[config.mk]
export PLATFORM = sky130hd
export DESIGN_NAME = dead_reckoning_pose_integrator
export DESIGN_NICKNAME = d
export VERILOG_FILES = /design/src/hdl/drpi_pkg.sv /design/src/hdl/dead_reckoning_pose_integrator.sv
export SDC_FILE = /design/constraint.sdc
export NUM_CORES = 2
export LEC_CHECK = 0
export ABC_AREA = 1
export BUFFER_PORTS_ARGS = -buffer_cell sky130_fd_sc_hd__buf_2
export CAP_MARGIN = 40
export CELL_PAD_IN_SITES_DETAIL_PLACEMENT = 0
export CELL_PAD_IN_SITES_GLOBAL_PLACEMENT = 1
export CORE_ASPECT_RATIO = 0.5
export CORE_MARGIN = 3
export CORE_UTILIZATION = 43
export CTS_CLUSTER_SIZE = 25
export DETAILED_ROUTE_END_ITERATION = 16
export PLACE_DENSITY = 0.89
export SYNTH_ARGS = -nofsm -noshare
export SYNTH_HDL_FRONTEND = slang
export SYNTH_SLANG_ARGS = --single-unit
[constraint.sdc]
create_clock -name clk -period 13.06 [get_ports clk]
set_input_delay 2.612 -clock clk [delete_from_list [all_inputs] [get_ports clk]]
set_output_delay 2.612 -clock clk [all_outputs]
set_load 0.03 [all_outputs]
[src/hdl/drpi_pkg.sv]
// ----------------------------------------------------------------------------
// Dead-reckoning pose integrator package
// Shared constants and the CORDIC arctangent table.
// ----------------------------------------------------------------------------
package drpi_pkg;

	localparam int unsigned TsReset     = 6554;
	localparam logic [31:0] InvTwoPiQ32 = 32'd683565276;
	localparam logic [31:0] CordicStart = 32'd652032874;
	localparam int unsigned AtanDepth   = 24;

	// Arctangent of 2^-i as a 32-bit binary angle.
	function automatic logic [31:0] atan_turns(input logic [4:0] i);
		logic [31:0] r;
		begin
			case (i)
				5'd0: r = 32'd536870912;
				5'd1: r = 32'd316933406;
				5'd2: r = 32'd167458907;
				5'd3: r = 32'd85004756;
				5'd4: r = 32'd42667331;
				5'd5: r = 32'd21354465;
				5'd6: r = 32'd10679838;
				5'd7: r = 32'd5340245;
				5'd8: r = 32'd2670163;
				5'd9: r = 32'd1335087;
				5'd10: r = 32'd667544;
				5'd11: r = 32'd333772;
				5'd12: r = 32'd166886;
				5'd13: r = 32'd83443;
				5'd14: r = 32'd41722;
				5'd15: r = 32'd20861;
				5'd16: r = 32'd10430;
				5'd17: r = 32'd5215;
				5'd18: r = 32'd2608;
				5'd19: r = 32'd1304;
				5'd20: r = 32'd652;
				5'd21: r = 32'd326;
				5'd22: r = 32'd163;
				5'd23: r = 32'd81;
				default: r = 32'd0;
			endcase
			return r;
		end
	endfunction

endpackage

[src/hdl/dead_reckoning_pose_integrator.sv]
// ----------------------------------------------------------------------------
// Dead-reckoning pose integrator
// Unicycle odometry: speed and yaw rate in, saturated pose and quaternion out.
// ----------------------------------------------------------------------------
// One command beat is handled at a time. Every multiply runs on one
// shift-and-add unit that consumes one multiplier bit per cycle and stops
// early once the remaining multiplier bits are zero. Each CORDIC run uses
// one shared rotation stage. In the worst case a command passes through:
// speed*time_step, old-heading CORDIC, a launch state, two position
// products (the forward step stays below 2^31), an accumulate state, yaw
// product, binary-angle conversion, a heading update, a launch state,
// half-angle CORDIC and the load of the output register. The next command
// beat can be accepted once the block returns to idle, even while the
// previous result still waits on m_axis_tready; that command then holds in
// its final state until the output register is free. The position
// accumulators saturate at the signed 32-bit range; the heading wraps as a
// binary angle. time_step is written through the cfg channel only while the
// block is idle and no command beat is offered.
module dead_reckoning_pose_integrator
	import drpi_pkg::*;
#(
	parameter int CORDIC_STEPS = 16,
	parameter int HEADING_BITS = 32
) (
	input  logic         clk,
	input  logic         arst_n,
	input  logic         s_axis_tvalid,
	output logic         s_axis_tready,
	// [15:0] linear_speed, [31:16] turn_rate
	input  logic [31:0]  s_axis_tdata,
	output logic         m_axis_tvalid,
	input  logic         m_axis_tready,
	// [31:0] pos_x, [63:32] pos_y, [79:64] heading, [95:80] quat_z,
	// [111:96] quat_w, [127:112] speed_echo, [143:128] rate_echo
	output logic [143:0] m_axis_tdata,
	input  logic         cfg_valid,
	output logic         cfg_ready,
	input  logic [15:0]  cfg_data
);

	localparam int HB = HEADING_BITS;

	typedef enum logic [3:0] {
		ST_IDLE, ST_MSTEP, ST_CORD1, ST_LX, ST_MX, ST_MY, ST_ACC,
		ST_MYAW, ST_MANG, ST_HUPD, ST_CORD2, ST_OUT
	} state_t;

	state_t       state_q;
	logic [15:0]  ts_q;
	logic signed [31:0] x_q, y_q;
	logic [HB-1:0] head_q;
	logic [15:0]  spd_q, rate_q;
	logic [5:0]   cnt_q;
	// Serial multiplier: unsigned magnitudes, product sign held separately.
	logic [63:0]  acc_q;
	logic [33:0]  mcand_q;
	logic [33:0]  mplr_q;
	logic         neg_q;
	logic [63:0]  step_q;   // |speed*ts|, sign in step_neg_q
	logic         step_neg_q;
	logic signed [32:0] dx_q, dy_q;
	// CORDIC
	logic signed [33:0] cx_q, cy_q, cz_q;
	logic         flip_q;
	logic signed [33:0] cos_q, sin_q;
	logic [143:0] out_q;
	logic         ovalid_q;

	// Top 32 bits of the heading as a binary angle. It is the old heading
	// until the update state and the new heading from then on.
	logic [31:0] ang_old;
	if (HB >= 32) begin : g_ang_wide
		assign ang_old = head_q[HB-1 -: 32];
	end else begin : g_ang_narrow
		assign ang_old = {head_q, {(32-HB){1'b0}}};
	end

	// One CORDIC rotation per cycle.
	logic signed [33:0] dxs, dys;
	logic [31:0] at;
	logic signed [33:0] cord_x_nx, cord_y_nx, cord_z_nx;
	always_comb begin
		dxs = cy_q >>> cnt_q[4:0];
		dys = cx_q >>> cnt_q[4:0];
		at  = atan_turns(cnt_q[4:0]);
		cord_x_nx = cz_q[33] ? cx_q + dxs : cx_q - dxs;
		cord_y_nx = cz_q[33] ? cy_q - dys : cy_q + dys;
		cord_z_nx = cz_q[33] ? cz_q + 34'(at) : cz_q - 34'(at);
	end

	// One shift-and-add step of the multiplier.
	logic [63:0] mul_nx;
	logic        mul_done;
	always_comb begin
		mul_nx   = mplr_q[0] ? acc_q + (64'(mcand_q) << cnt_q) : acc_q;
		mul_done = (cnt_q == 6'd33) || (mplr_q[33:1] == '0);
	end

	// Prepare CORDIC start from a 32-bit angle.
	function automatic logic [68:0] cord_init(input logic [31:0] a);
		logic signed [33:0] z;
		logic f;
		begin
			z = 34'(signed'(a));
			f = 1'b0;
			if (z > 34'sh40000000) begin
				z = z - 34'sh80000000;
				f = 1'b1;
			end else if (z < -34'sh40000000) begin
				z = z + 34'sh80000000;
				f = 1'b1;
			end
			return {f, z, 34'(CordicStart)};
		end
	endfunction

	// Rounded signed result of |m| >> s, ties away from zero.
	function automatic logic signed [33:0] rnd(input logic [63:0] m, input logic n,
			input int s);
		logic [63:0] r;
		begin
			r = (m + (64'd1 << (s - 1))) >> s;
			return n ? -34'(r) : 34'(r);
		end
	endfunction

	function automatic logic signed [15:0] clampq(input logic signed [33:0] v);
		logic signed [33:0] r;
		begin
			r = v;
			if (r > 34'sd16384) r = 34'sd16384;
			if (r < -34'sd16384) r = -34'sd16384;
			return r[15:0];
		end
	endfunction

	logic signed [33:0] sum_x, sum_y;
	always_comb begin
		sum_x = 34'(x_q) + 34'(dx_q);
		sum_y = 34'(y_q) + 34'(dy_q);
	end

	logic [HB-1:0] delta;
	always_comb begin
		logic [63:0] r;
		r = (acc_q + (64'd1 << (59 - HB))) >> (60 - HB);
		delta = neg_q ? HB'(-r) : HB'(r);
	end

	// The finished result moves into the output register once it is free.
	logic out_fire;
	assign out_fire = (state_q == ST_OUT) && (cnt_q == 6'd0)
		&& (!ovalid_q || m_axis_tready);

	assign s_axis_tready = (state_q == ST_IDLE);
	assign cfg_ready     = (state_q == ST_IDLE) && !s_axis_tvalid;
	assign m_axis_tvalid = ovalid_q;
	assign m_axis_tdata  = out_q;

	always_ff @(posedge clk or negedge arst_n) begin
		if (!arst_n) begin
			state_q  <= ST_IDLE;
			ts_q     <= 16'(TsReset);
			x_q      <= '0;
			y_q      <= '0;
			head_q   <= '0;
			ovalid_q <= 1'b0;
			cnt_q    <= '0;
		end else begin
			if (out_fire) ovalid_q <= 1'b1;
			else if (m_axis_tready) ovalid_q <= 1'b0;
			if (cfg_valid && cfg_ready) ts_q <= cfg_data;
			case (state_q)
				ST_IDLE: begin
					if (s_axis_tvalid && s_axis_tready) begin
						spd_q   <= s_axis_tdata[15:0];
						rate_q  <= s_axis_tdata[31:16];
						neg_q   <= s_axis_tdata[15];
						mcand_q <= 34'(s_axis_tdata[15]
							? 16'(-s_axis_tdata[15:0]) : s_axis_tdata[15:0]);
						mplr_q  <= 34'(ts_q);
						acc_q   <= '0;
						cnt_q   <= '0;
						state_q <= ST_MSTEP;
					end
				end
				ST_MSTEP, ST_MX, ST_MY, ST_MYAW, ST_MANG: begin
					if (!mul_done) begin
						acc_q  <= mul_nx;
						mplr_q <= mplr_q >> 1;
						cnt_q  <= cnt_q + 6'd1;
					end else begin
						cnt_q <= '0;
						case (state_q)
							ST_MSTEP: begin
								step_q     <= mul_nx;
								step_neg_q <= neg_q;
								{flip_q, cz_q, cx_q} <= cord_init(ang_old);
								cy_q    <= '0;
								state_q <= ST_CORD1;
							end
							ST_MX: begin
								dx_q    <= 33'(rnd(mul_nx, neg_q, 38));
								neg_q   <= step_neg_q ^ sin_q[33];
								mcand_q <= sin_q[33] ? -sin_q : sin_q;
								mplr_q  <= 34'(step_q);
								acc_q   <= '0;
								state_q <= ST_MY;
							end
							ST_MY: begin
								dy_q    <= 33'(rnd(mul_nx, neg_q, 38));
								state_q <= ST_ACC;
							end
							ST_MYAW: begin
								mcand_q <= 34'(InvTwoPiQ32);
								mplr_q  <= 34'(mul_nx);
								acc_q   <= '0;
								state_q <= ST_MANG;
							end
							default: begin
								acc_q   <= mul_nx;
								state_q <= ST_HUPD;
							end
						endcase
					end
				end
				ST_CORD1, ST_CORD2: begin
					if (cnt_q != 6'(CORDIC_STEPS - 1)) begin
						cx_q  <= cord_x_nx;
						cy_q  <= cord_y_nx;
						cz_q  <= cord_z_nx;
						cnt_q <= cnt_q + 6'd1;
					end else begin
						cnt_q   <= '0;
						cos_q   <= flip_q ? -cord_x_nx : cord_x_nx;
						sin_q   <= flip_q ? -cord_y_nx : cord_y_nx;
						state_q <= (state_q == ST_CORD1) ? ST_LX : ST_OUT;
					end
				end
				ST_LX: begin
					// Launch the x product from the old-heading cosine.
					neg_q   <= step_neg_q ^ cos_q[33];
					mcand_q <= cos_q[33] ? -cos_q : cos_q;
					mplr_q  <= 34'(step_q);
					acc_q   <= '0;
					state_q <= ST_MX;
				end
				ST_ACC: begin
					if (sum_x > 34'sh7FFFFFFF) x_q <= 32'sh7FFFFFFF;
					else if (sum_x < -34'sh80000000) x_q <= 32'sh80000000;
					else x_q <= sum_x[31:0];
					if (sum_y > 34'sh7FFFFFFF) y_q <= 32'sh7FFFFFFF;
					else if (sum_y < -34'sh80000000) y_q <= 32'sh80000000;
					else y_q <= sum_y[31:0];
					neg_q   <= rate_q[15];
					mcand_q <= 34'(rate_q[15] ? 16'(-rate_q) : rate_q);
					mplr_q  <= 34'(ts_q);
					acc_q   <= '0;
					cnt_q   <= '0;
					state_q <= (ts_q == '0) ? ST_HUPD : ST_MYAW;
				end
				ST_HUPD: begin
					head_q  <= head_q + delta;
					state_q <= ST_OUT;
					cnt_q   <= 6'd1;
				end
				ST_OUT: begin
					if (cnt_q == 6'd1) begin
						// Half of the new heading for the quaternion.
						{flip_q, cz_q, cx_q} <= cord_init({1'b0, ang_old[31:1]});
						cy_q    <= '0;
						cnt_q   <= '0;
						state_q <= ST_CORD2;
					end else if (out_fire) begin
						out_q <= {rate_q, spd_q, clampq(rnd(cos_q[33] ? 64'(-cos_q) : 64'(cos_q),
							cos_q[33], 16)), clampq(rnd(sin_q[33] ? 64'(-sin_q) : 64'(sin_q),
							sin_q[33], 16)), ang_old[31:16], y_q, x_q};
						state_q <= ST_IDLE;
					end
				end
				default: state_q <= ST_IDLE;
			endcase
		end
	end

	// Output register is never overwritten while its beat is pending.
	a_hold: assert property (@(posedge clk) disable iff (!arst_n)
		m_axis_tvalid && !m_axis_tready |=> $stable(m_axis_tdata))
		else $error("result changed while stalled");
	a_acc: assert property (@(posedge clk) disable iff (!arst_n)
		s_axis_tvalid && s_axis_tready |=> state_q == ST_MSTEP)
		else $error("accepted command did not start");
	a_cfg: assert property (@(posedge clk) disable iff (!arst_n)
		state_q != ST_IDLE |-> !cfg_ready)
		else $error("config open while busy");

endmodule

Word level (Yosys, flattened, before mapping)
Memories as Yosys holds them, arrays and structs flattened.
Cells that the tools add are included.

storage, ports and cells
  register bits = 704
  ROM bits = 960
  bits of input ports = 53
  output and inout port bits = 147
  logic and storage cells = 223
  memories = 1

memories
  memory            depth  width  rd ports  clocked after Yosys merged registers in  wr ports  line            text
  (name not given)  32     30     1         0                                        0         drpi_pkg.sv:16  case (i)

operators by class
  add/sub/neg operators = 30
  $lt $le $gt $ge = 11
  equality and inequality tests = 25
  shift-type cells = 3
  multiplexer cells = 85
  bitwise gates (word level) = 4
  reductions and logical operators = 38

operators by type and width
  operator                number
  $mux 34                 36
  $pmux 34 s3             3
  $pmux 34 s4             2
  $neg 34->34             6
  $mux 64                 3
  $pmux 64 s3             1
  $mux 32                 5
  $pmux 34 s2             2
  $pmux 64 s2             1
  $add 50x16->50 const B  2
  $mux 50                 2
  $neg 34->50             2
  $add 32x33->34          2
  $add 34x34->34          2
  $gt 34x16->1 const B    2
  $gt 34x32->1 const B    2
  $lt 34x15->1 const B    2
  $lt 34x32->1 const B    2
  $sshr 34x5->34          2
  $sub 34x34->34          2
  $add 64x38->64 const B  1
  $add 64x64->64          1
  $shl 34x6->64           1
  $add 60x28->60 const B  1
  other kinds (54)        111

Logic depth before layout (Yosys ltp)
  depth in word-level cells = 11
  mapped depth = 46

Least setup slack after synthesis
OpenSTA, ideal clock, no wires.

  kind = input to register
  start point = input m_axis_tready
  end point = register out_q[0], in the netlist m_axis_tdata[0] (enable)
  library setup time = 0.824 ns
  arrival time = 12.478 ns
  slack = -0.241 ns
  stages on the path = 2
  path buffers = 0
  path through = o2111ai_1 nor3_1

on the way
  longest elaborated chain between the ends = 3

ends and longest elaborated chain
  what                        line                                   text
  start, declared             dead_reckoning_pose_integrator.sv:32   input logic m_axis_tready,
  $logic_or 1x1->1            dead_reckoning_pose_integrator.sv:153  && (!ovalid_q || m_axis_tready);
  $logic_and 1x1->1           dead_reckoning_pose_integrator.sv:153
  $reduce_and 4->1 (no line)  --
  end signal, assigned        dead_reckoning_pose_integrator.sv:275  out_q <= {rate_q, spd_q, clampq(rnd(cos_q[33] ? 64'(-cos_q) : 64'(cos_q),
  end, declared               dead_reckoning_pose_integrator.sv:66   logic [143:0] out_q;

Every way passes these cells.
A chain may end at the register's enable or synchronous reset.

Final worst setup path
  start point = register cnt_q[2]
  end point = register cos_q[27], data pin

on the way
  longest elaborated chain between the ends = 5
  elaborated cells between the ends (all ways) = 6
  those cells by class = add/sub (3); shift (1); mux (2)

ends and longest elaborated chain
  what                                              line                                   text
  start, declared                                   dead_reckoning_pose_integrator.sv:53   logic [5:0] cnt_q;
  start signal, assigned                            dead_reckoning_pose_integrator.sv:191  cnt_q <= cnt_q + 6'd1;
  start signal, assigned                            dead_reckoning_pose_integrator.sv:232  cnt_q <= cnt_q + 6'd1;
  $sshr 34x5->34 *                                  dead_reckoning_pose_integrator.sv:83   dxs = cy_q >>> cnt_q[4:0];
  $sub 34x34->34 or $add 34x34->34 (tied branches)  dead_reckoning_pose_integrator.sv:86   cord_x_nx = cz_q[33] ? cx_q + dxs : cx_q - dxs;
  $mux 34 *                                         dead_reckoning_pose_integrator.sv:86
  $neg 34->34                                       dead_reckoning_pose_integrator.sv:235  cos_q <= flip_q ? -cord_x_nx : cord_x_nx;
  $mux 34 *                                         dead_reckoning_pose_integrator.sv:235
  end signal, assigned                              dead_reckoning_pose_integrator.sv:235
  end, declared                                     dead_reckoning_pose_integrator.sv:65   logic signed [33:0] cos_q, sin_q;

Every way passes the cells marked *; elsewhere a longest branch is shown, timed or not.

==> reports/results.tsv <==
stage	metric	value	unit
die	I/O pin count	200	
global_route	first-pass GRT wire length	319.0	mm
placed_design	Final HPWL DP	164.4	mm
yosys	Syn Nets	9052	
critical_path	R2R Path Start	cnt_q[2]	
die	Die W	537.8	um
die	DIE AREA	0.1462	sq mm
critical_path	slowest cell on the critical path	buf_4	
timing	min cycle time layout	7377	ps
timing	Worst Clk Skew	36.15	ps
route	DRT Wirelength	207.6	mm
critical_path	cell repeated most along the worst path	nand2_1	
finish	Antenna Cells	0	
route	1st-iter DRT viols	6118	
clocking	clk buf depth	3	
timing	Fmax	135.6	MHz
route	WL met3	15.22	mm
yosys	Seq/Total Area, Yosys	0.3377	
route	top layer reached by signal wires	met5	
critical_path	CP Launch Point	cnt_q[2]	
yosys	Synth top cells by count	nand2_1 (2492), inv_1 (1096), nor2_1 (924)	
global_route	GRT Util Overall	0.2765	
status	status	complete, no violations	
global_route	largest net degree at the start of global routing	93	
global_route	grt total ovfl	0	
clocking	# hold bufs at CTS	0	
global_route	vias in the first global route	54310	
finish	max FFs per register	144	
route	drc violations	0	
yosys	asr flop ratio synth	0.1747	
placed_design	gpl congestion	0.9936	
yosys	#FFs+latches synth	704	
yosys	top post-synthesis cells by area	edfxtp_1 (29%), nand2_1 (15%), inv_1 (6.8%)	
yosys	Mapped Cells	8710	
die	core area	0.1387	sq mm
timing	RSZ-0062 raised after global routing	no	
critical_path	CP required	13440	ps
timing	Slew HR	0.3231	
timing	final hold vios	0	
yosys	Post-Syn Area	0.06080	sq mm
clocking	PostCTS Resize Cnt	0	
critical_path	Worst Setup End Kind	flop	
critical_path	Worst Path Class, Setup	flop to flop	
route	post-route ant nets	0	
critical_path	Worst Path Max Fanout	68	
route	Vias	59020	
yosys	Synth area leader	edfxtp_1	
timing	setup_tns	0	ps
route	router iterations before antenna repair	6	
clocking	CTS Buf Count	72	
yosys	EDFF count, synth	581	
yosys	syn_area_per_cell	6.980	sq um
route	DR vias/cell	5.508	
finish	Layout Nets	9139	
yosys	Syn. warnings	0	
die	Row Count	96	
timing	Tcrit/Tclk final	0.5648	
flow_run	Max-Cap Viols	0	
timing	final number of setup-violating endpoints	0	
yosys	Unique masters post-synth	76	
die	Die Y	271.9	um
clocking	H-tree levels	3	
yosys	Synth top area share	0.2870	
critical_path	Max stage delay on crit path	670	ps
clocking	CTS tree	built	
placed_design	IO buf count	199	
timing	worst slew pin tran	1012	ps
clocking	Reg clk slew, reported paths	70	ps
clocking	Post-CTS Setup Inserts	0	
timing	Final Slew Violations	0	
finish	share of cells above drive strength 1	0.07680	
route	drt wl/cell	19.38	um
clocking	worst-skew pair later-pin latency	670	ps
finish	Layout Area Growth over Synthesis	8.961	%
critical_path	Critical Path Source Type	flop	
route	met1 WL	93.54	mm
min_path	Hold Crit Class	flop to flop	
yosys	most common cell in the synthesized netlist	nand2_1	
clocking	Clock Root Buffer	clkbuf_16	
yosys	Synth Flop Type	edfxtp_1	
clocking	CTS sink cnt	704	
route	WL met2	92.66	mm
critical_path	worst endpoint data arrival time	7750	ps
min_path	Worst Hold Launch	spd_q[0]	
die	initial core utilization	0.4382	
global_route	initial antenna violation count	3	
[cell type report]
cell class                      instances  area (sq um)
Fill cell                           14150         72490
Sequential cell                       704         20540
Inverter                             1129          4247
Tap cell                             1862          2330
Multi-Input combinational cell       6624         35010
Timing Repair Buffer                  266          1653
Clock inverter                         41         500.5
Clock buffer                           90          1962
[metal layers]
metal  up-vias  global-route usage
met2      2198              0.4431
met1     27500              0.3895
li1      29010                   -
met4         2             0.07744
met3       304             0.03717
met5         -                   0
[final timing paths]
check,end,slack (ps),cells after the start
worst max-delay path,cos_q[27],5680,30
worst min-delay path,m_axis_tdata[112],420,0
worst max register to register,cos_q[27],5680,30
worst min register to register,m_axis_tdata[112],420,0
max in group asynchronous,x_q[0],9440,3
min in group asynchronous,cnt_q[1],1820,1
[cell usage in the layout, fill, tap and decap left out, types with 39 or more instances in the layout]
master | Yosys | layout
xnor2_1 | 112 | 112
clkbuf_16 | 0 | 74
buf_4 | 6 | 58
mux2i_1 | 40 | 40
o221ai_1 | 61 | 61
edfxtp_1 | 581 | 581
nor2_1 | 924 | 911
buf_2 | 42 | 198
a31oi_1 | 39 | 39
o21ai_0 | 604 | 604
nor3_1 | 91 | 88
nand3_1 | 472 | 472
xor2_1 | 302 | 302
o211ai_1 | 73 | 73
ha_1 | 282 | 282
nand2_2 | 58 | 58
nand2_1 | 2492 | 2492
a21oi_1 | 454 | 450
dfrtp_1 | 116 | 111
inv_1 | 1096 | 1093
nor2_2 | 52 | 58
nand4_1 | 127 | 127
[stage by stage]
stage	utilization	hold slack (ps)	setup WS, ps	std cells	instance area (sq um)
2_1_floorplan	-	400.3	4166	8710	60800
3_3_place_gp	0.4581	400.6	5886	10570	63550
3_5_place_dp	0.4597	404.5	5807	10590	63780
4_1_cts	0.4775	417.2	5777	10720	66240
5_1_grt	0.4775	424.8	4820	10720	66240
6_report	0.4775	420.0	5683	10720	66240
[critical path, delay by kind of cell, from the launching register on]
family | cells | cell delay, ps
AOI/OAI and AO/OA | 7 | 1910
DFF | 1 | 410
xor gates and xnor gates | 3 | 530
adders and majority gates | 2 | 570
and+or+nand+nor | 15 | 2500
buffers and inverters | 3 | 1170
[cell families (layout without fill, tap and decap cells)]
group | Yosys count | after routing | synth area share
AO/OA/AOI/OAI | 1472 | 1472 | 0.1383
adder cells (fa/ha/maj) | 289 | 289 | 0.06034
multiplexers | 55 | 55 | 0.009364
flip-flops | 704 | 704 | 0.3377
AND/OR/NAND/NOR | 4393 | 4393 | 0.3059
buffers and inverters | 1382 | 1526 | 0.08841
XOR/XNOR | 415 | 415 | 0.05991
Power is not shown: default switching activity piles up to over one toggle a cycle in this logic, so the estimate is an artifact.
